`src/rtl/core/sdc_pkg.sv`:
```
// Shared types and constants of the sprite depth compositor.
// Used by every module under rtl/core except sdc_ram; depends on nothing else.
package sdc_pkg;

    localparam int MAX_COLS  = 128;
    localparam int MAX_ROWS  = 64;
    localparam int MAX_CELLS = 8192;

    localparam int ADDR_W = $clog2(MAX_CELLS);
    localparam int IDX_W  = $clog2(MAX_ROWS * MAX_COLS) + 1;

    // request kinds
    typedef logic [1:0] kind_t;
    localparam kind_t KIND_CLEAR  = 2'd0;
    localparam kind_t KIND_HEADER = 2'd1;
    localparam kind_t KIND_CHAR   = 2'd2;
    localparam kind_t KIND_READ   = 2'd3;

    // configuration registers
    localparam int CFG_IDX_W = 2;
    localparam logic [CFG_IDX_W-1:0] REG_SCREEN_WIDTH  = 2'd0;
    localparam logic [CFG_IDX_W-1:0] REG_SCREEN_HEIGHT = 2'd1;
    localparam logic [7:0] SCREEN_WIDTH_RST  = 8'd80;
    localparam logic [6:0] SCREEN_HEIGHT_RST = 7'd25;

    localparam logic [7:0]  BLANK_CHAR  = 8'h20;
    localparam logic [15:0] CLEAR_ORDER = 16'hFFFF;

    typedef logic [ADDR_W-1:0] addr_t;

    typedef struct packed {
        logic [15:0] order;
        logic [15:0] attr;
        logic [7:0]  chr;
    } cell_t;

    localparam int CELL_W = $bits(cell_t);
    localparam cell_t BLANK_CELL = '{order: CLEAR_ORDER, attr: 16'h0000, chr: BLANK_CHAR};

    // one request on its way to the store
    typedef struct packed {
        logic  valid;
        kind_t kind;
        logic  draw;       // character passes visibility and clip tests
        logic  on_screen;  // cell lies on the screen in use
        addr_t addr;
        cell_t wdata;
    } req_t;

    // store status seen by the top level
    typedef struct packed {
        logic clearing;
        logic read_pending;
    } rmw_status_t;

    localparam int RBUF_DEPTH = 3;
    localparam int RBUF_PTR_W = $clog2(RBUF_DEPTH);
    localparam int RBUF_CNT_W = $clog2(RBUF_DEPTH + 1);

endpackage

```
`src/rtl/core/sdc_issue.sv`:
```
// Request issue: screen registers, sprite header, cursor and cell address.
// Depends on sdc_pkg.
module sdc_issue (
    input  logic                            aclk,
    input  logic                            aresetn,
    input  logic                            accept,
    input  sdc_pkg::kind_t                  kind,
    input  logic [8:0]                      pos_x,
    input  logic [7:0]                      pos_y,
    input  logic [7:0]                      sprite_width,
    input  logic [6:0]                      sprite_height,
    input  logic [15:0]                     color,
    input  logic [15:0]                     draw_order,
    input  logic [7:0]                      sprite_char,
    input  logic [6:0]                      read_x,
    input  logic [5:0]                      read_y,
    input  logic                            cfg_write,
    input  logic [sdc_pkg::CFG_IDX_W-1:0]   cfg_index,
    input  logic [7:0]                      cfg_data,
    output sdc_pkg::req_t                   req
);
    import sdc_pkg::*;

    logic [7:0]  screen_width_reg,  screen_width_next;
    logic [6:0]  screen_height_reg, screen_height_next;
    logic [8:0]  hdr_start_x_reg,   hdr_start_x_next;
    logic [7:0]  hdr_start_y_reg,   hdr_start_y_next;
    logic [7:0]  hdr_width_reg,     hdr_width_next;
    logic [6:0]  hdr_height_reg,    hdr_height_next;
    logic [15:0] hdr_color_reg,     hdr_color_next;
    logic [15:0] hdr_order_reg,     hdr_order_next;
    logic [7:0]  cursor_col_reg,    cursor_col_next;
    logic [6:0]  cursor_row_reg,    cursor_row_next;

    logic [8:0]       w_eff;
    logic [7:0]       h_eff;
    logic [10:0]      char_x, cell_x;
    logic [9:0]       char_y, cell_y;
    logic             char_active;
    logic             on_screen;
    logic [IDX_W-1:0] idx_full;
    logic [8:0]       col_inc;

    // clamp the screen to the store size
    assign w_eff = ({1'b0, screen_width_reg} > 9'(MAX_COLS)) ? 9'(MAX_COLS)
                                                              : {1'b0, screen_width_reg};
    assign h_eff = ({1'b0, screen_height_reg} > 8'(MAX_ROWS)) ? 8'(MAX_ROWS)
                                                               : {1'b0, screen_height_reg};

    assign char_x = {{2{hdr_start_x_reg[8]}}, hdr_start_x_reg} + {3'b000, cursor_col_reg};
    assign char_y = {{2{hdr_start_y_reg[7]}}, hdr_start_y_reg} + {3'b000, cursor_row_reg};

    assign char_active = (hdr_width_reg != 8'd0) && (hdr_height_reg != 7'd0)
                      && (cursor_row_reg < hdr_height_reg);

    always_comb begin
        if (kind == KIND_READ) begin
            cell_x = {4'b0000, read_x};
            cell_y = {4'b0000, read_y};
        end else begin
            cell_x = char_x;
            cell_y = char_y;
        end
    end

    assign idx_full = IDX_W'(cell_y[8:0]) * IDX_W'(MAX_COLS) + IDX_W'(cell_x[9:0]);
    assign on_screen = !cell_x[10] && !cell_y[9]
                    && (cell_x[9:0] < {1'b0, w_eff})
                    && (cell_y[8:0] < {1'b0, h_eff})
                    && (idx_full < IDX_W'(MAX_CELLS));

    always_comb begin
        req.valid     = accept;
        req.kind      = kind;
        req.on_screen = on_screen;
        req.draw      = (kind == KIND_CHAR) && char_active && on_screen
                     && (sprite_char != BLANK_CHAR);
        req.addr      = idx_full[ADDR_W-1:0];
        req.wdata     = '{order: hdr_order_reg, attr: hdr_color_reg, chr: sprite_char};
    end

    assign col_inc = {1'b0, cursor_col_reg} + 9'd1;

    always_comb begin
        screen_width_next  = screen_width_reg;
        screen_height_next = screen_height_reg;
        hdr_start_x_next   = hdr_start_x_reg;
        hdr_start_y_next   = hdr_start_y_reg;
        hdr_width_next     = hdr_width_reg;
        hdr_height_next    = hdr_height_reg;
        hdr_color_next     = hdr_color_reg;
        hdr_order_next     = hdr_order_reg;
        cursor_col_next    = cursor_col_reg;
        cursor_row_next    = cursor_row_reg;

        if (cfg_write) begin
            unique case (cfg_index)
                REG_SCREEN_WIDTH:  screen_width_next  = cfg_data;
                REG_SCREEN_HEIGHT: screen_height_next = cfg_data[6:0];
                default: ;
            endcase
        end

        if (accept && kind == KIND_HEADER) begin
            hdr_start_x_next = pos_x;
            hdr_start_y_next = pos_y;
            hdr_width_next   = sprite_width;
            hdr_height_next  = sprite_height;
            hdr_color_next   = color;
            hdr_order_next   = draw_order;
            cursor_col_next  = 8'd0;
            cursor_row_next  = 7'd0;
        end else if (accept && kind == KIND_CHAR && char_active) begin
            // advance the cursor, wrap to the next row at the sprite edge
            if (col_inc >= {1'b0, hdr_width_reg}) begin
                cursor_col_next = 8'd0;
                cursor_row_next = cursor_row_reg + 7'd1;
            end else begin
                cursor_col_next = col_inc[7:0];
            end
        end
    end

    always_ff @(posedge aclk) begin
        if (!aresetn) begin
            screen_width_reg  <= SCREEN_WIDTH_RST;
            screen_height_reg <= SCREEN_HEIGHT_RST;
            hdr_start_x_reg   <= '0;
            hdr_start_y_reg   <= '0;
            hdr_width_reg     <= '0;
            hdr_height_reg    <= '0;
            hdr_color_reg     <= '0;
            hdr_order_reg     <= '0;
            cursor_col_reg    <= '0;
            cursor_row_reg    <= '0;
        end else begin
            screen_width_reg  <= screen_width_next;
            screen_height_reg <= screen_height_next;
            hdr_start_x_reg   <= hdr_start_x_next;
            hdr_start_y_reg   <= hdr_start_y_next;
            hdr_width_reg     <= hdr_width_next;
            hdr_height_reg    <= hdr_height_next;
            hdr_color_reg     <= hdr_color_next;
            hdr_order_reg     <= hdr_order_next;
            cursor_col_reg    <= cursor_col_next;
            cursor_row_reg    <= cursor_row_next;
        end
    end

endmodule

```
`config.mk`:
```
export PLATFORM = sky130hd
export DESIGN_NAME = sdc_issue
export DESIGN_NICKNAME = d
export VERILOG_FILES = /design/src/rtl/core/sdc_pkg.sv /design/src/rtl/core/sdc_issue.sv
export SDC_FILE = /design/constraint.sdc
export NUM_CORES = 1
export LEC_CHECK = 0
export ABC_AREA = 0
export BUFFER_PORTS_ARGS = -buffer_cell sky130_fd_sc_hd__buf_2
export CAP_MARGIN = 15
export CORE_UTILIZATION = 30
export CTS_BUF_LIST = sky130_fd_sc_hd__clkbuf_8
export CTS_CLUSTER_SIZE = 12
export DETAILED_ROUTE_END_ITERATION = 8
export SLEW_MARGIN = 10
export SYNTH_ARGS = -nofsm -noshare
export SYNTH_HDL_FRONTEND = slang
export SYNTH_SLANG_ARGS = --single-unit
```
`constraint.sdc`:
```
create_clock -name aclk -period 3.78 [get_ports aclk]
set_input_delay 0.378 -clock aclk [delete_from_list [all_inputs] [get_ports aclk]]
set_output_delay 0.378 -clock aclk [all_outputs]
set_load 0.01 [all_outputs]
```
# [Word-level counts from Yosys, hierarchy flattened]
# Cells that the tools add are included.
[word_totals] ff_bits=94 in_bits=101
[classes] addsub=5 magnitude_cmp=7 eq_ne=5 mux=5 bitwise_logic=1 n_reduce_logical=21
[ops] cell="8-bit 2-to-1 mux" n=2
[ops] cell="14-bit by 10-bit adder with 14-bit output" n=1
[ops] cell="14-bit less-than comparator (second input constant)" n=1
[ops] cell="1-bit logical AND" n=12
[ops] cell="11-bit 2-to-1 mux" n=1
[ops] cell="9-bit by 9-bit adder with 10-bit output" n=1
[ops] cell="10-bit by 8-bit less-than comparator with 1-bit output" n=1
[ops] cell="10-bit 2-to-1 mux" n=1
[ops] cell="8-bit by 1-bit adder with 9-bit output (second input constant)" n=1
[ops] cell="8-bit by 8-bit adder with 9-bit output" n=1
[ops] cell="9-bit by 8-bit greater-or-equal comparator with 1-bit output" n=1
[ops] cell="9-bit by 7-bit less-than comparator with 1-bit output" n=1
[ops] cell="8-bit > comparator (second input constant)" n=1
[ops] cell="8-bit by 6-bit != test with 1-bit output (second input constant)" n=1
[ops] cell="8-bit nonzero test" n=1
[ops] cell="7-bit by 1-bit adder with 7-bit output (second input constant)" n=1
[ops] cell="7-bit > comparator (second input constant)" n=1
[ops] cell="7-bit less-than comparator" n=1
[ops] cell="7-bit 2-to-1 mux" n=1
[ops] cell="7-bit nonzero test" n=1
[ops] cell="2-bit AND reduction" n=3
[ops] cell="2-bit by 1-bit == test with 1-bit output (second input constant)" n=2
[ops] cell="2-bit == test (second input constant)" n=2
[ops] cell="1-bit logical NOT" n=2
[ops] cell="3 further kinds" n=3

# [Depth between registers and ports, before layout]
# Gate-level depths: netlist of run 1.
[depth] ltp_word=9 ltp_mapped=16

# [Least setup slack after synthesis of run 1]
# Ideal clock, no wire load.
[synth_timing] path_kind="register -> output" startpoint="reg cursor_col_reg[0]" endpoint="out req[54] (netlist bit)" arrival_time_ns=3.088 setup_slack_ns=0.314 path_stages_with_launch=15 n_path_buf=0 path_cell_list="dfxtp_1 -> ha_1 -> fa_1 -> a21oi_1 -> o22ai_1 -> nor3_1 -> nor2_1 -> nor2_1 -> xor2_1 -> nor2_1 -> fa_1 -> a21oi_1 -> nor4b_1 -> xor2_1 -> nor4_2"
[synth_lines] element="from (decl)" line="sdc_issue.sv:32" rtl="logic [7:0] cursor_col_reg, cursor_col_next;"
[synth_lines] element="from (signal assigned)" line="sdc_issue.sv:145" rtl="cursor_col_reg <= cursor_col_next;"
[synth_lines] element="to (decl)" line="sdc_issue.sv:20" rtl="output sdc_pkg::req_t req"

==> summary.json, run 1 <==
{
  "crit-reg2reg-capture": "cursor_col_reg[3]$_SDFFE_PP0P_",
  "floorplan.die.height_um": 137,
  "grt_first_pass_wirelength_um": 23200,
  "finish.net_count": 975,
  "drt-wirelength-per-cell_um": 13.7,
  "worst_setup_margin_ns": 0.0367,
  "register_area_um2": 1900,
  "p_clk_frac": 0.359,
  "pwr_density_cell_nw_per_um2": 301,
  "place_worst_setup_slack_ns": 0.0392,
  "buffer_ports.inserted": 158,
  "finalClockSkew_ns": 0.00976,
  "yosys.area.top_type_share": 0.344,
  "routed_wirelength_um": 14400,
  "totalNegativeSetupSlack_ns": 0,
  "synth-warning-count": 0,
  "worst-path-buf-inv": 2,
  "psw_w": 0.000557,
  "clkTransAtPathRegs_ns": 0.11,
  "drc_errors_left": 0,
  "worst_r2r_startpoint": "cursor_col_reg[0]$_SDFFE_PP0P_",
  "insertion_delay_ns": 0.37,
  "fmaxAchievable_mhz": 267,
  "dr.first_iter.drc_count": 158,
  "final_antenna_net_count": 0,
  "worstPathMaxFanout": 2,
  "reg2regPathDepth": 13,
  "largest_net_degree_at_the_start_of_global_routing": 83,
  "numCtsBuffers": 9,
  "final_max_slew_viol_count": 0,
  "synthesis.nets": 823,
  "path_cells": "ha_2 -> fa_2 -> a21oi_2 -> inv_1 -> a21oi_2 -> xnor2_1 -> a21oi_1 -> ha_1 -> nand2_1 -> or4_1 -> a21o_1 -> o21ai_2 -> nor3_1 -> buf_2",
  "finalWorstPathRequiredPeriod_ns": 3.74,
  "row_cnt": 48,
  "path_class": "register to output pin",
  "detail_route.first_pass.iterations": 4,
  "io_pins": 159,
  "timing.final.crit_share": 0.990,
  "cts_buffer_depth": 2,
  "outcome": "finished clean",
  "design.die.area_um2": 18800,
  "synth_flop_cell": "sky130_fd_sc_hd__dfxtp_1",
  "max_transition_margin": 0.495,
  "layout_area_growth_over_synthesis_pct": 26.8,
  "ff2ff_setup_slack_ns": 0.41,
  "sequentialPowerShare": 0.495,
  "route.vias.total": 4979,
  "max_stage_delay_ns": 0.54,
  "synth_commonest_cells": "sky130_fd_sc_hd__nand2_1 (166), sky130_fd_sc_hd__dfxtp_1 (94), sky130_fd_sc_hd__a21boi_0 (64)",
  "core_region_area_um2": 17500,
  "detailed_place_hpwl_um": 10500,
  "sw_frac_of_total": 0.267,
  "synthDistinctLibCells": 52,
  "multi_input_logic_area_um2": 3440,
  "synth_seq_cells": 94,
  "pwr-share-comb": 0.146,
  "postLayoutCellArea_um2": 6930,
  "critPathSlowestCell": "sky130_fd_sc_hd__or4_1",
  "cts_htree_levels": 3,
  "grt_util_all_layers": 0.159,
  "critPathArrivalTime_ns": 3.37,
  "clock_tree.root_cell": "sky130_fd_sc_hd__clkbuf_8",
  "seq_area_frac_synth": 0.344,
  "timing.critical_path.from_type": "register",
  "rsz_0062_raised_after_global_routing": "true",
  "grt-ovfl-total": 0,
  "synth_top_cells_by_area": "sky130_fd_sc_hd__dfxtp_1 (34%), sky130_fd_sc_hd__nand2_1 (11%), sky130_fd_sc_hd__ha_1 (11%)",
  "fraction_of_final_layout_cells_with_drive_strength_greater_than_1": 0.300,
  "post_synthesis_area_per_instance_um2": 8.13,
  "hold_buffers": 0,
  "gp_congestion": 0.849,
  "worst-slew-pin-transition_ns": 0.758,
  "vdd_drop_max_uv": 302,
  "cellInternalPower_w": 0.00153,
  "endpoint_class_of_the_critical_path": "output pin",
  "synth.most_common_cell": "sky130_fd_sc_hd__nand2_1",
  "number_of_enable_flip_flop_cells_after_synthesis": 0,
  "postSynth.asyncResetShare": 0,
  "crit_top_cell": "sky130_fd_sc_hd__a21oi_2",
  "antenna_cells": 0,
  "clock_sinks": 94,
  "hold_path_depth": 3,
  "antenna_found_initial": 1,
  "dpl_cell_area_um2": 6420,
  "average_vias_per_placed_instance": 4.72,
  "synth_cells": 672,
  "leakagePower_nw": 3.08,
  "holdPathEnd": "screen_height_reg[4]$_SDFFE_PN1P_",
  "cap_violations": 0,
  "first_global_vias": 4758,
  "worstHoldStart": "cfg_data[4]",
  "worst-endpoint-required_ns": 3.40,
  "worst_path_dominant_cell_family": "adder cells",
  "finalHoldViolations": 0,
  "timing.final.setup_violations": 0,
  "synthDominantAreaCellType": "sky130_fd_sc_hd__dfxtp_1",
  "fillCellCount": 1852,
  "cts_tree": "done",
  "die_width_um": 137,
  "start_util": 0.312,
  "worst_hold_path_type": "primary input to register",
  "netlist_area_um2": 5460
}
==> per-layer routing <==
layer	wire length (um)	GRT usage	vias to the layer above	share of wire
li1	-	-	2563	-
met1	6440	0.190	2253	0.45
met2	6790	0.267	142	0.47
met3	932	0.0500	19	0.065
met4	249	0.0507	2	0.017
met5	13	0	-	0.00090
==> cell families (layout without fill, tap and decap cells) <==
group / Yosys count / count (layout) / synth area share
and+or+nand+nor: 269 / 269 / 0.216
AOI/OAI and AO/OA: 136 / 136 / 0.174
DFF: 94 / 94 / 0.344
buffers and inverters: 72 / 229 / 0.0595
adders and majority gates: 50 / 50 / 0.119
xor gates and xnor gates: 31 / 31 / 0.0497
muxes: 20 / 20 / 0.0378
==> tightest hold or removal path: stages <==
cell	delay (ns)
sky130_fd_sc_hd__buf_2	0.09
sky130_fd_sc_hd__mux2i_1	0.06
sky130_fd_sc_hd__nand2_1	0.05
==> metrics by stage <==
stage	hold WS [ns]	util	power [W]	std cells
finish	0.220	0.395	0.00209	1054
detailed placement	0.457	0.366	0.00135	1025
global placement	0.449	0.366	0.00135	1025
CTS	0.204	0.388	0.00212	1048
global route	0.220	0.395	0.00220	1054
floorplan	0.442	-	0.00124	672
==> worst max path at each step <==
stage / startpoint / endpoint / slack [ns] / cells past startpoint
after floorplan: cursor_col_reg[0]$_SDFFE_PP0P_ / req[54] / 0.31 / 14
after global placement: hdr_start_x_reg[0]$_SDFFE_PN0P_ / req[54] / 0.13 / 15
after detailed placement: cursor_col_reg[1]$_SDFFE_PP0P_ / req[54] / 0.04 / 16
after CTS: cursor_col_reg[1]$_SDFFE_PP0P_ / req[54] / 0.003 / 16
after global routing: hdr_start_y_reg[0]$_SDFFE_PN0P_ / req[54] / -0.15 / 16
final: hdr_start_x_reg[0]$_SDFFE_PN0P_ / req[53] / 0.04 / 14
==> what timing repair did <==
action / CTS / global route
setup endpoints to repair: 4 / 5
setup buffers: 7 / 6
gates resized for setup: 25 / 24
pin swaps: 15 / 9
==> power by group through the flow <==
stage | logic, W | registers, W | clock network, W
2_1_floorplan | 0.000177 | 0.00106 | 0
3_3_place_gp | 0.000293 | 0.00106 | 0
3_5_place_dp | 0.000295 | 0.00106 | 0
4_1_cts | 0.000304 | 0.00104 | 0.000778
5_1_grt | 0.000341 | 0.00104 | 0.000817
6_report | 0.000305 | 0.00103 | 0.000750
==> layout make-up <==
cell class / count / share of cell area
multi-input cells: 506 / 0.496
inverters: 30 / 0.0163
clock inverters: 7 / 0.0137
flip-flops and latches: 94 / 0.274
repair buffers: 183 / 0.141
well taps: 225 / 0.0406
clock buffers: 9 / 0.0179
==> placed cells by master (no fill, tap or decap), types with 3 or more instances in the layout <==
master                       n
sky130_fd_sc_hd__nor2_1     35
sky130_fd_sc_hd__nand4_1     3
sky130_fd_sc_hd__clkbuf_8    9
sky130_fd_sc_hd__o211ai_1    3
sky130_fd_sc_hd__a21o_1      8
sky130_fd_sc_hd__dfxtp_1    85
sky130_fd_sc_hd__buf_4      25
sky130_fd_sc_hd__ha_1       41
sky130_fd_sc_hd__a21oi_1    16
sky130_fd_sc_hd__nor3_1      4
sky130_fd_sc_hd__dfxtp_2     6
sky130_fd_sc_hd__dfxtp_4     3
sky130_fd_sc_hd__a21oi_2     8
sky130_fd_sc_hd__xor2_1     11
sky130_fd_sc_hd__or2_2       4
sky130_fd_sc_hd__o21a_1      4
sky130_fd_sc_hd__nor3b_1     3
sky130_fd_sc_hd__nand3_1    13
sky130_fd_sc_hd__or4_1       4
sky130_fd_sc_hd__nand2_1   166
sky130_fd_sc_hd__nor2b_1    11
sky130_fd_sc_hd__o21ai_0    11
sky130_fd_sc_hd__mux2i_1    18
sky130_fd_sc_hd__buf_2     158
sky130_fd_sc_hd__ha_4        5
sky130_fd_sc_hd__fa_2        3
sky130_fd_sc_hd__o21ai_1     3
sky130_fd_sc_hd__a21boi_0   64
sky130_fd_sc_hd__nand2b_1    3
sky130_fd_sc_hd__inv_1      30
sky130_fd_sc_hd__nor2_2      3
sky130_fd_sc_hd__xnor2_1    20
sky130_fd_sc_hd__nor4_1      5
Power figures use the tool's default switching activity.
==> run 2: changes to the inputs <==
- CORE_ASPECT_RATIO: unset -> 0.9
==> run 2 against run 1 <==
- maximum frequency is 0.59% lower
- critical path depth increased by 2
- register-to-register slack improved by 0.20 ns
- critical path type unchanged
- sequential share of layout area fell by 0.57 points
- combinational power increased by 4%
- worst setup slack worse by 0.022 ns
- cell area increased by 2.0%
- flip-flop and latch count unchanged
==> summary.json, run 2 (same netlist as run 1, synthesis figures left out) <==
{
  "outcome": {"value": "finished clean", "change": "unchanged"},
  "row_cnt": {"value": 46, "change": "was 48"},
  "pwr_density_cell": {"value": 301, "unit": "nW/um2", "change": "about the same"},
  "final_antenna_net_count": {"value": 0, "change": "unchanged"},
  "clkTransAtPathRegs": {"value": 0.10, "unit": "ns", "change": "was 0.11 ns"},
  "largest_net_degree_at_the_start_of_global_routing": {"value": 83, "change": "unchanged"},
  "finalHoldViolations": {"value": 0, "change": "unchanged"},
  "floorplan.die.height": {"value": 130, "unit": "um", "change": "was 137 um"},
  "groute.layer.met2.usage": {"value": 0.277, "change": "was 0.267"},
  "drc_errors_left": {"value": 0, "change": "unchanged"},
  "cap_violations": {"value": 0, "change": "unchanged"},
  "die_width": {"value": 144, "unit": "um", "change": "was 137 um"},
  "grt_util_all_layers": {"value": 0.163, "change": "was 0.159"},
  "clock_tree.root_cell": {"value": "sky130_fd_sc_hd__clkbuf_8", "change": "unchanged"},
  "worst-endpoint-required": {"value": 3.40, "unit": "ns", "change": "about the same"},
  "path_class": {"value": "register to output pin", "change": "unchanged"},
  "hold_buffers": {"value": 0, "change": "unchanged"},
  "hold_path_depth": {"value": 3, "change": "unchanged"},
  "rsz_0062_raised_after_global_routing": {"value": "true", "change": "unchanged"},
  "core_region_area": {"value": 17700, "unit": "um2", "change": "was 17500 um2"},
  "timing.critical_path.from_type": {"value": "register", "change": "unchanged"},
  "postLayoutCellArea": {"value": 7070, "unit": "um2", "change": "was 6930 um2"},
  "dr.first_iter.drc_count": {"value": 261, "change": "was 158"},
  "gr_layer_usage_met1": {"value": 0.202, "change": "was 0.190"},
  "gr-usage-met3": {"value": 0.0250, "change": "was 0.0500"},
  "average_vias_per_placed_instance": {"value": 4.60, "change": "was 4.72"},
  "instances_no_fill": {"value": 1082, "change": "was 1054"},
  "first_global_vias": {"value": 4860, "change": "was 4758"},
  "fraction_of_final_layout_cells_with_drive_strength_greater_than_1": {"value": 0.316, "change": "was 0.300"},
  "gp_congestion": {"value": 0.823, "change": "was 0.849"},
  "design.die.area": {"value": 18800, "unit": "um2", "change": "about the same"},
  "worst_hold_path_type": {"value": "primary input to register", "change": "unchanged"},
  "most_used_routing_layer_in_global_routing": {"value": "met2", "change": "unchanged"},
  "max_transition_margin": {"value": 0.506, "change": "was 0.495"},
  "totalNegativeSetupSlack": {"value": 0, "unit": "ns", "change": "unchanged"},
  "finish.net_count": {"value": 987, "change": "was 975"},
  "worst-slew-pin-transition": {"value": 0.741, "unit": "ns", "change": "was 0.758 ns"},
  "io_pins": {"value": 159, "change": "unchanged"},
  "cts_buffer_depth": {"value": 2, "change": "unchanged"},
  "grt-ovfl-total": {"value": 0, "change": "unchanged"},
  "detail_route.first_pass.iterations": {"value": 4, "change": "unchanged"},
  "grt_first_pass_wirelength": {"value": 23700, "unit": "um", "change": "was 23200 um"},
  "ff2ff_setup_slack": {"value": 0.61, "unit": "ns", "change": "was 0.41 ns"},
  "numCtsBuffers": {"value": 9, "change": "unchanged"},
  "reg2regPathDepth": {"value": 14, "change": "was 13"},
  "timing.final.setup_violations": {"value": 0, "change": "unchanged"},
  "critPathArrivalTime": {"value": 3.39, "unit": "ns", "change": "was 3.37 ns"},
  "layout.cells.most_common": {"value": "sky130_fd_sc_hd__nand2_1", "change": "unchanged"},
  "final.hold.worst_slack": {"value": 0.221, "unit": "ns", "change": "was 0.220 ns"},
  "endpoint_class_of_the_critical_path": {"value": "output pin", "change": "unchanged"},
  "layout_area_growth_over_synthesis": {"value": 29.4, "unit": "%", "change": "was 26.8%"},
  "routed_wirelength": {"value": 14800, "unit": "um", "change": "was 14400 um"},
  "buffer_ports.inserted": {"value": 158, "change": "unchanged"},
  "route.vias.total": {"value": 4977, "change": "was 4979"},
  "worst_setup_margin": {"value": 0.0146, "unit": "ns", "change": "was 0.0367 ns"},
  "dpl_cell_area": {"value": 6460, "unit": "um2", "change": "was 6420 um2"},
  "vdd_drop_max": {"value": 130, "unit": "uV", "change": "was 302 uV"},
  "final_max_slew_viol_count": {"value": 0, "change": "unchanged"},
  "cts_htree_levels": {"value": 3, "change": "unchanged"},
  "worstPathMaxFanout": {"value": 3, "change": "was 2"},
  "antenna_found_initial": {"value": 1, "change": "unchanged"},
  "numPlacedInstances": {"value": 1043, "change": "was 1025"},
  "detailed_place_hpwl": {"value": 11000, "unit": "um", "change": "was 10500 um"},
  "drt-wirelength-per-cell": {"value": 13.7, "unit": "um", "change": "about the same"},
  "start_util": {"value": 0.308, "change": "was 0.312"},
  "insertion_delay": {"value": 0.39, "unit": "ns", "change": "was 0.37 ns"},
  "fmaxAchievable": {"value": 266, "unit": "MHz", "change": "was 267 MHz"},
  "finalWorstPathRequiredPeriod": {"value": 3.77, "unit": "ns", "change": "was 3.74 ns"},
  "cts_tree": {"value": "done", "change": "unchanged"},
  "finalClockSkew": {"value": 0.0161, "unit": "ns", "change": "was 0.00976 ns"},
  "place_worst_setup_slack": {"value": 0.0404, "unit": "ns", "change": "was 0.0392 ns"},
  "timing.final.crit_share": {"value": 0.996, "change": "was 0.990"},
  "leakagePower": {"value": 3.13, "unit": "nW", "change": "was 3.08 nW"},
  "clock_sinks": {"value": 94, "change": "unchanged"},
  "layout.cells.most_common_list": {"value": "sky130_fd_sc_hd__nand2_1 (166), sky130_fd_sc_hd__buf_2 (158), sky130_fd_sc_hd__dfxtp_1 (83)", "change": "was sky130_fd_sc_hd__nand2_1 (166), sky130_fd_sc_hd__buf_2 (158), sky130_fd_sc_hd__dfxtp_1 (85)"}
}
## run 2: cell count changes in the layout (fill, tap and decap cells not counted), moves of 2 or more
cell / before / now
sky130_fd_sc_hd__dfxtp_1: 85 / 83
sky130_fd_sc_hd__o21ai_1: 3 / 0
sky130_fd_sc_hd__buf_4: 25 / 37
sky130_fd_sc_hd__dfxtp_4: 3 / 1
sky130_fd_sc_hd__o21ai_0: 11 / 13
sky130_fd_sc_hd__dfxtp_2: 6 / 10
## run 2: worst paths after layout
path,from,end
worst max register to register,cursor_col_reg[1]$_SDFFE_PP0P_,cursor_col_reg[0]$_SDFFE_PP0P_
worst min-delay path,draw_order[8],hdr_order_reg[8]$_SDFFE_PN0P_
worst min register to register,hdr_color_reg[2]$_SDFFE_PN0P_,hdr_color_reg[2]$_SDFFE_PN0P_
worst max-delay path,cursor_col_reg[4]$_SDFFE_PP0P_,req[54]
## run 2: final cells by class
class,count,area (um2)
clock buffer,10,138
timing repair buffer,195,1070
multi-input combinational,506,3450
clock inverter,6,93.8
sequential,94,1900
inverter,30,113
fill,1867,10700
antenna,1,2.50
tap,240,300
## run 2: power by group
part / total [W] / switching, W / internal (W)
registers: 0.00103 / 0.0000175 / 0.00102
logic: 0.000317 / 0.000170 / 0.000147
clock network: 0.000778 / 0.000383 / 0.000395
total: 0.00213 / 0.000570 / 0.00156
## run 2: layer usage
layer | part of all wire | vias to the layer above | routed length (um)
met5 | 0 | - | 0
met4 | 0.023 | 0 | 342
met3 | 0.034 | 18 | 507
met2 | 0.49 | 80 | 7260
met1 | 0.45 | 2295 | 6690
li1 | - | 2584 | -
## run 2: critical path, stage by stage, from the launching register on
cell and delay [ns]:
sky130_fd_sc_hd__dfxtp_2 0.35, sky130_fd_sc_hd__ha_4 0.28, sky130_fd_sc_hd__inv_1 0.07, sky130_fd_sc_hd__o22ai_2 0.21, sky130_fd_sc_hd__nor2_2 0.06, sky130_fd_sc_hd__buf_4 0.13, sky130_fd_sc_hd__buf_4 0.12, sky130_fd_sc_hd__buf_4 0.13
sky130_fd_sc_hd__xnor2_2 0.13, sky130_fd_sc_hd__a21oi_2 0.08, sky130_fd_sc_hd__ha_1 0.31, sky130_fd_sc_hd__nand2_1 0.07, sky130_fd_sc_hd__or4_1 0.54, sky130_fd_sc_hd__a21o_1 0.22, sky130_fd_sc_hd__o21ai_2 0.08, sky130_fd_sc_hd__nor4_2 0.07
sky130_fd_sc_hd__buf_2 0.16
## run 2: timing repair
action / 4_1_cts / 5_1_grt
cloned: 0 / 0
setup endpoints to repair: 5 / 5
pin swaps: 22 / 18
hold endpoints to repair: 0 / 0
resized for setup: 29 / 20
buffers inserted: 12 / 11
## run 2: through the flow
stage | power, W | util
4_1_cts | 0.00215 | 0.390
3_3_place_gp | 0.00136 | 0.365
5_1_grt | 0.00223 | 0.399
2_1_floorplan | 0.00124 | -
6_report | 0.00213 | 0.399
3_5_place_dp | 0.00136 | 0.365
==> run 3: changes to the inputs <==
- CORE_ASPECT_RATIO: 0.9 -> 0.75
- GPL_ROUTABILITY_DRIVEN: unset -> 0
- RECOVER_POWER: unset -> 50
==> run 3 against run 2 <==
- the flow now finishes with violations (max-capacitance violations, max-slew violations)
- routed wire length shrank 2.7%
- core utilization shrank 0.25 points
- global-route usage shrank 0.25 points
- cell area shrank 0.73%
- clock power shrank 12%
- worst setup slack gained 0.011 ns
==> summary.json, run 3 (same netlist as run 1, synthesis figures left out) <==
{
  "fillCellCount": {"value": 1873, "change": "was 1867"},
  "clock_tree.root_cell": {"value": "sky130_fd_sc_hd__clkbuf_8", "change": "unchanged"},
  "pwr-share-comb": {"value": 0.157, "change": "was 0.149"},
  "postLayoutCellArea": {"value": 7020, "unit": "um2", "change": "was 7070 um2"},
  "detail_route.first_pass.iterations": {"value": 4, "change": "unchanged"},
  "gr-usage-met3": {"value": 0.0433, "change": "was 0.0250"},
  "crit_top_cell": {"value": "sky130_fd_sc_hd__nor2_2", "change": "was sky130_fd_sc_hd__buf_4"},
  "most_used_routing_layer_in_global_routing": {"value": "met2", "change": "unchanged"},
  "cts_tree": {"value": "done", "change": "unchanged"},
  "layout.cells.most_common_list": {"value": "sky130_fd_sc_hd__nand2_1 (165), sky130_fd_sc_hd__buf_2 (147), sky130_fd_sc_hd__dfxtp_1 (84)", "change": "was sky130_fd_sc_hd__nand2_1 (166), sky130_fd_sc_hd__buf_2 (158), sky130_fd_sc_hd__dfxtp_1 (83)"},
  "finalHoldViolations": {"value": 0, "change": "unchanged"},
  "row_cnt": {"value": 42, "change": "was 46"},
  "routed_wirelength": {"value": 14400, "unit": "um", "change": "was 14800 um"},
  "violations": "max-capacitance violations, max-slew violations",
  "finalClockSkew": {"value": 0.0155, "unit": "ns", "change": "was 0.0161 ns"},
  "worst_path_dominant_cell_family": {"value": "compound AO/OA/AOI/OAI gates", "change": "was simple AND/OR/NAND/NOR gates"},
  "design.die.area": {"value": 18800, "unit": "um2", "change": "about the same"},
  "floorplan.die.height": {"value": 119, "unit": "um", "change": "was 130 um"},
  "worst_r2r_startpoint": {"value": "cursor_col_reg[0]$_SDFFE_PP0P_", "change": "was cursor_col_reg[1]$_SDFFE_PP0P_"},
  "worst-path-buf-inv": {"value": 2, "change": "was 5"},
  "drc_errors_left": {"value": 0, "change": "unchanged"},
  "ff2ff_setup_slack": {"value": 0.69, "unit": "ns", "change": "was 0.61 ns"},
  "fraction_of_final_layout_cells_with_drive_strength_greater_than_1": {"value": 0.300, "change": "was 0.316"},
  "timing.critical_path.from_type": {"value": "register", "change": "unchanged"},
  "instances_no_fill": {"value": 1078, "change": "was 1082"},
  "clkTransAtPathRegs": {"value": 0.10, "unit": "ns", "change": "about the same"},
  "sequentialPowerShare": {"value": 0.506, "change": "was 0.486"},
  "drt-wirelength-per-cell": {"value": 13.4, "unit": "um", "change": "was 13.7 um"},
  "route.vias.total": {"value": 5050, "change": "was 4977"},
  "path_cells": {"value": "ha_4 -> inv_2 -> o22ai_2 -> nor2_2 -> o21bai_1 -> a21oi_2 -> xnor2_1 -> nor2_2 -> ha_1 -> a211oi_2 -> nand2_1 -> a2111oi_2 -> a21o_1 -> o21ai_2 -> nor4_2 -> buf_2", "change": "was ha_4 -> inv_1 -> o22ai_2 -> nor2_2 -> buf_4 -> buf_4 -> buf_4 -> xnor2_2 -> a21oi_2 -> ha_1 -> nand2_1 -> or4_1 -> a21o_1 -> o21ai_2 -> nor4_2 -> buf_2"},
  "crit_start": {"value": "cursor_col_reg[4]$_SDFFE_PP0P_", "change": "unchanged"},
  "max_stage_delay": {"value": 0.35, "unit": "ns", "change": "was 0.54 ns"},
  "hold_buffers": {"value": 0, "change": "unchanged"},
  "worst_hold_path_type": {"value": "primary input to register", "change": "unchanged"},
  "antenna_found_initial": {"value": 1, "change": "unchanged"},
  "dr.first_iter.drc_count": {"value": 131, "change": "was 261"},
  "layout.cells.most_common": {"value": "sky130_fd_sc_hd__nand2_1", "change": "unchanged"},
  "numPlacedInstances": {"value": 1047, "change": "was 1043"},
  "rsz_0062_raised_after_global_routing": {"value": "true", "change": "unchanged"},
  "timing.final.setup_violations": {"value": 0, "change": "unchanged"},
  "grt_first_pass_wirelength": {"value": 23600, "unit": "um", "change": "was 23700 um"},
  "gr_layer_usage_met1": {"value": 0.214, "change": "was 0.202"},
  "worstPathMaxFanout": {"value": 4, "change": "was 3"},
  "crit-reg2reg-capture": {"value": "cursor_col_reg[3]$_SDFFE_PP0P_", "change": "was cursor_col_reg[0]$_SDFFE_PP0P_"},
  "start_util": {"value": 0.309, "change": "was 0.308"},
  "dpl_cell_area": {"value": 6480, "unit": "um2", "change": "was 6460 um2"},
  "final_max_slew_viol_count": {"value": 83, "change": "was 0"},
  "buffer_ports.inserted": {"value": 158, "change": "unchanged"},
  "worst-endpoint-required": {"value": 3.40, "unit": "ns", "change": "about the same"},
  "numCtsBuffers": {"value": 9, "change": "unchanged"},
  "timing.critical_path.depth": {"value": 16, "change": "unchanged"},
  "final_antenna_net_count": {"value": 0, "change": "unchanged"},
  "leakagePower": {"value": 3.08, "unit": "nW", "change": "was 3.13 nW"},
  "reg2regPathDepth": {"value": 14, "change": "unchanged"},
  "worst-slew-pin-transition": {"value": 3.08, "unit": "ns", "change": "was 0.741 ns"},
  "detailed_place_hpwl": {"value": 10700, "unit": "um", "change": "was 11000 um"},
  "sw_frac_of_total": {"value": 0.271, "change": "was 0.268"},
  "clock_sinks": {"value": 94, "change": "unchanged"},
  "antenna_cells": {"value": 0, "change": "was 1"},
  "pwr_density_cell": {"value": 291, "unit": "nW/um2", "change": "was 301 nW/um2"},
  "cts_buffer_depth": {"value": 2, "change": "unchanged"},
  "die_width": {"value": 158, "unit": "um", "change": "was 144 um"},
  "vdd_drop_max": {"value": 198, "unit": "uV", "change": "was 130 uV"},
  "layout_area_growth_over_synthesis": {"value": 28.4, "unit": "%", "change": "was 29.4%"},
  "max_transition_margin": {"value": -1.05, "change": "was 0.506"},
  "cap_violations": {"value": 1, "change": "was 0"},
  "core_region_area": {"value": 17700, "unit": "um2", "change": "about the same"},
  "cts_htree_levels": {"value": 3, "change": "unchanged"},
  "critPathArrivalTime": {"value": 3.38, "unit": "ns", "change": "was 3.39 ns"},
  "largest_net_degree_at_the_start_of_global_routing": {"value": 83, "change": "unchanged"},
  "cellInternalPower": {"value": 0.00149, "unit": "W", "change": "was 0.00156 W"},
  "groute.layer.met2.usage": {"value": 0.248, "change": "was 0.277"},
  "p_clk_frac": {"value": 0.337, "change": "was 0.365"},
  "average_vias_per_placed_instance": {"value": 4.68, "change": "was 4.60"},
  "fmaxAchievable": {"value": 266, "unit": "MHz", "change": "about the same"},
  "first_global_vias": {"value": 4889, "change": "was 4860"},
  "timing.final.crit_share": {"value": 0.993, "change": "was 0.996"},
  "io_pins": {"value": 159, "change": "unchanged"},
  "finalWorstPathRequiredPeriod": {"value": 3.75, "unit": "ns", "change": "was 3.77 ns"},
  "path_class": {"value": "register to output pin", "change": "unchanged"},
  "critPathSlowestCell": {"value": "sky130_fd_sc_hd__dfxtp_1", "change": "was sky130_fd_sc_hd__or4_1"},
  "grt-ovfl-total": {"value": 0, "change": "unchanged"},
  "finish.net_count": {"value": 983, "change": "was 987"},
  "endpoint_class_of_the_critical_path": {"value": "output pin", "change": "unchanged"},
  "outcome": {"value": "finished with violations", "change": "was finished clean"},
  "insertion_delay": {"value": 0.37, "unit": "ns", "change": "was 0.39 ns"},
  "grt_util_all_layers": {"value": 0.160, "change": "was 0.163"},
  "psw": {"value": 0.000554, "unit": "W", "change": "was 0.000570 W"},
  "termination_of_the_worst_setup_path": {"value": "req[54]", "change": "unchanged"}
}
==> run 3: cell types whose count changed in the layout (fill, tap and decap cells not counted), sizes merged <==
cell    before  now
buf        195  179
bufinv       2    1
clkbuf      10   22
clkinv       3    1
diode        1    0
inv         30   32
==> run 3: how the worst min path moves through the flow <==
stage                                     start                                to  slack, ns  cells past startpoint
3_5_place_dp      hdr_color_reg[4]$_SDFFE_PN0P_     hdr_color_reg[4]$_SDFFE_PN0P_       0.46                      2
6_report                            cfg_data[4]  screen_width_reg[4]$_SDFFE_PN1P_       0.23                      3
5_1_grt                         sprite_width[7]     hdr_width_reg[7]$_SDFFE_PN0P_       0.22                      3
3_3_place_gp     hdr_order_reg[14]$_SDFFE_PN0P_    hdr_order_reg[14]$_SDFFE_PN0P_       0.45                      2
4_1_cts                             cfg_data[4]  screen_width_reg[4]$_SDFFE_PN1P_       0.22                      3
2_1_floorplan  screen_width_reg[4]$_SDFFE_PN1P_  screen_width_reg[4]$_SDFFE_PN1P_       0.44                      2
==> run 3: metal layers <==
layer,share of wire,vias to the layer above,wire length (um)
met1,0.49,2334,7050
li1,-,2578,-
met5,0.00069,-,10
met2,0.43,113,6220
met3,0.058,23,835
met4,0.019,2,274
==> run 3: timing repair <==
action,CTS,global route
resized for setup,26,30
pin swaps,18,24
gates cloned,0,0
buffers inserted,8,9
endpoints found under the setup margin,4,5
==> run 3: tightest hold or removal path, cell delays in order <==
cell,delay (ns)
sky130_fd_sc_hd__buf_2,0.09
sky130_fd_sc_hd__mux2i_1,0.06
sky130_fd_sc_hd__nand2_1,0.06
==> run 3: stage by stage <==
| stage | setup TNS (ns) | setup WS, ns | hold slack [ns] | total power, W | utilization |
|---|---|---|---|---|---|
| after global placement | 0 | 0.0604 | 0.449 | 0.00136 | 0.366 |
| after detailed placement | 0 | 0.0497 | 0.455 | 0.00136 | 0.366 |
| after CTS | 0 | 0.00673 | 0.216 | 0.00207 | 0.387 |
| final | 0 | 0.0255 | 0.235 | 0.00205 | 0.396 |
| after global routing | -0.350 | -0.192 | 0.219 | 0.00216 | 0.396 |
| after floorplan | 0 | 0.314 | 0.442 | 0.00124 | - |
==> run 3: power by group through the flow <==
stage / sequential, W / clock, W / combinational [W]
final: 0.00104 / 0.000688 / 0.000322
after floorplan: 0.00106 / 0 / 0.000177
after global placement: 0.00106 / 0 / 0.000298
after detailed placement: 0.00106 / 0 / 0.000299
after CTS: 0.00104 / 0.000722 / 0.000311
after global routing: 0.00104 / 0.000762 / 0.000360
==> run 3: cell type report <==
type,instances,area (um2),share of cell area
repair buffers,191,1020,0.146
inverters,30,113,0.0160
multi-input cells,506,3480,0.496
clock inverters,5,58.8,0.00838
well taps,242,303,0.0432
clock buffers,10,138,0.0196
flip-flops and latches,94,1900,0.271
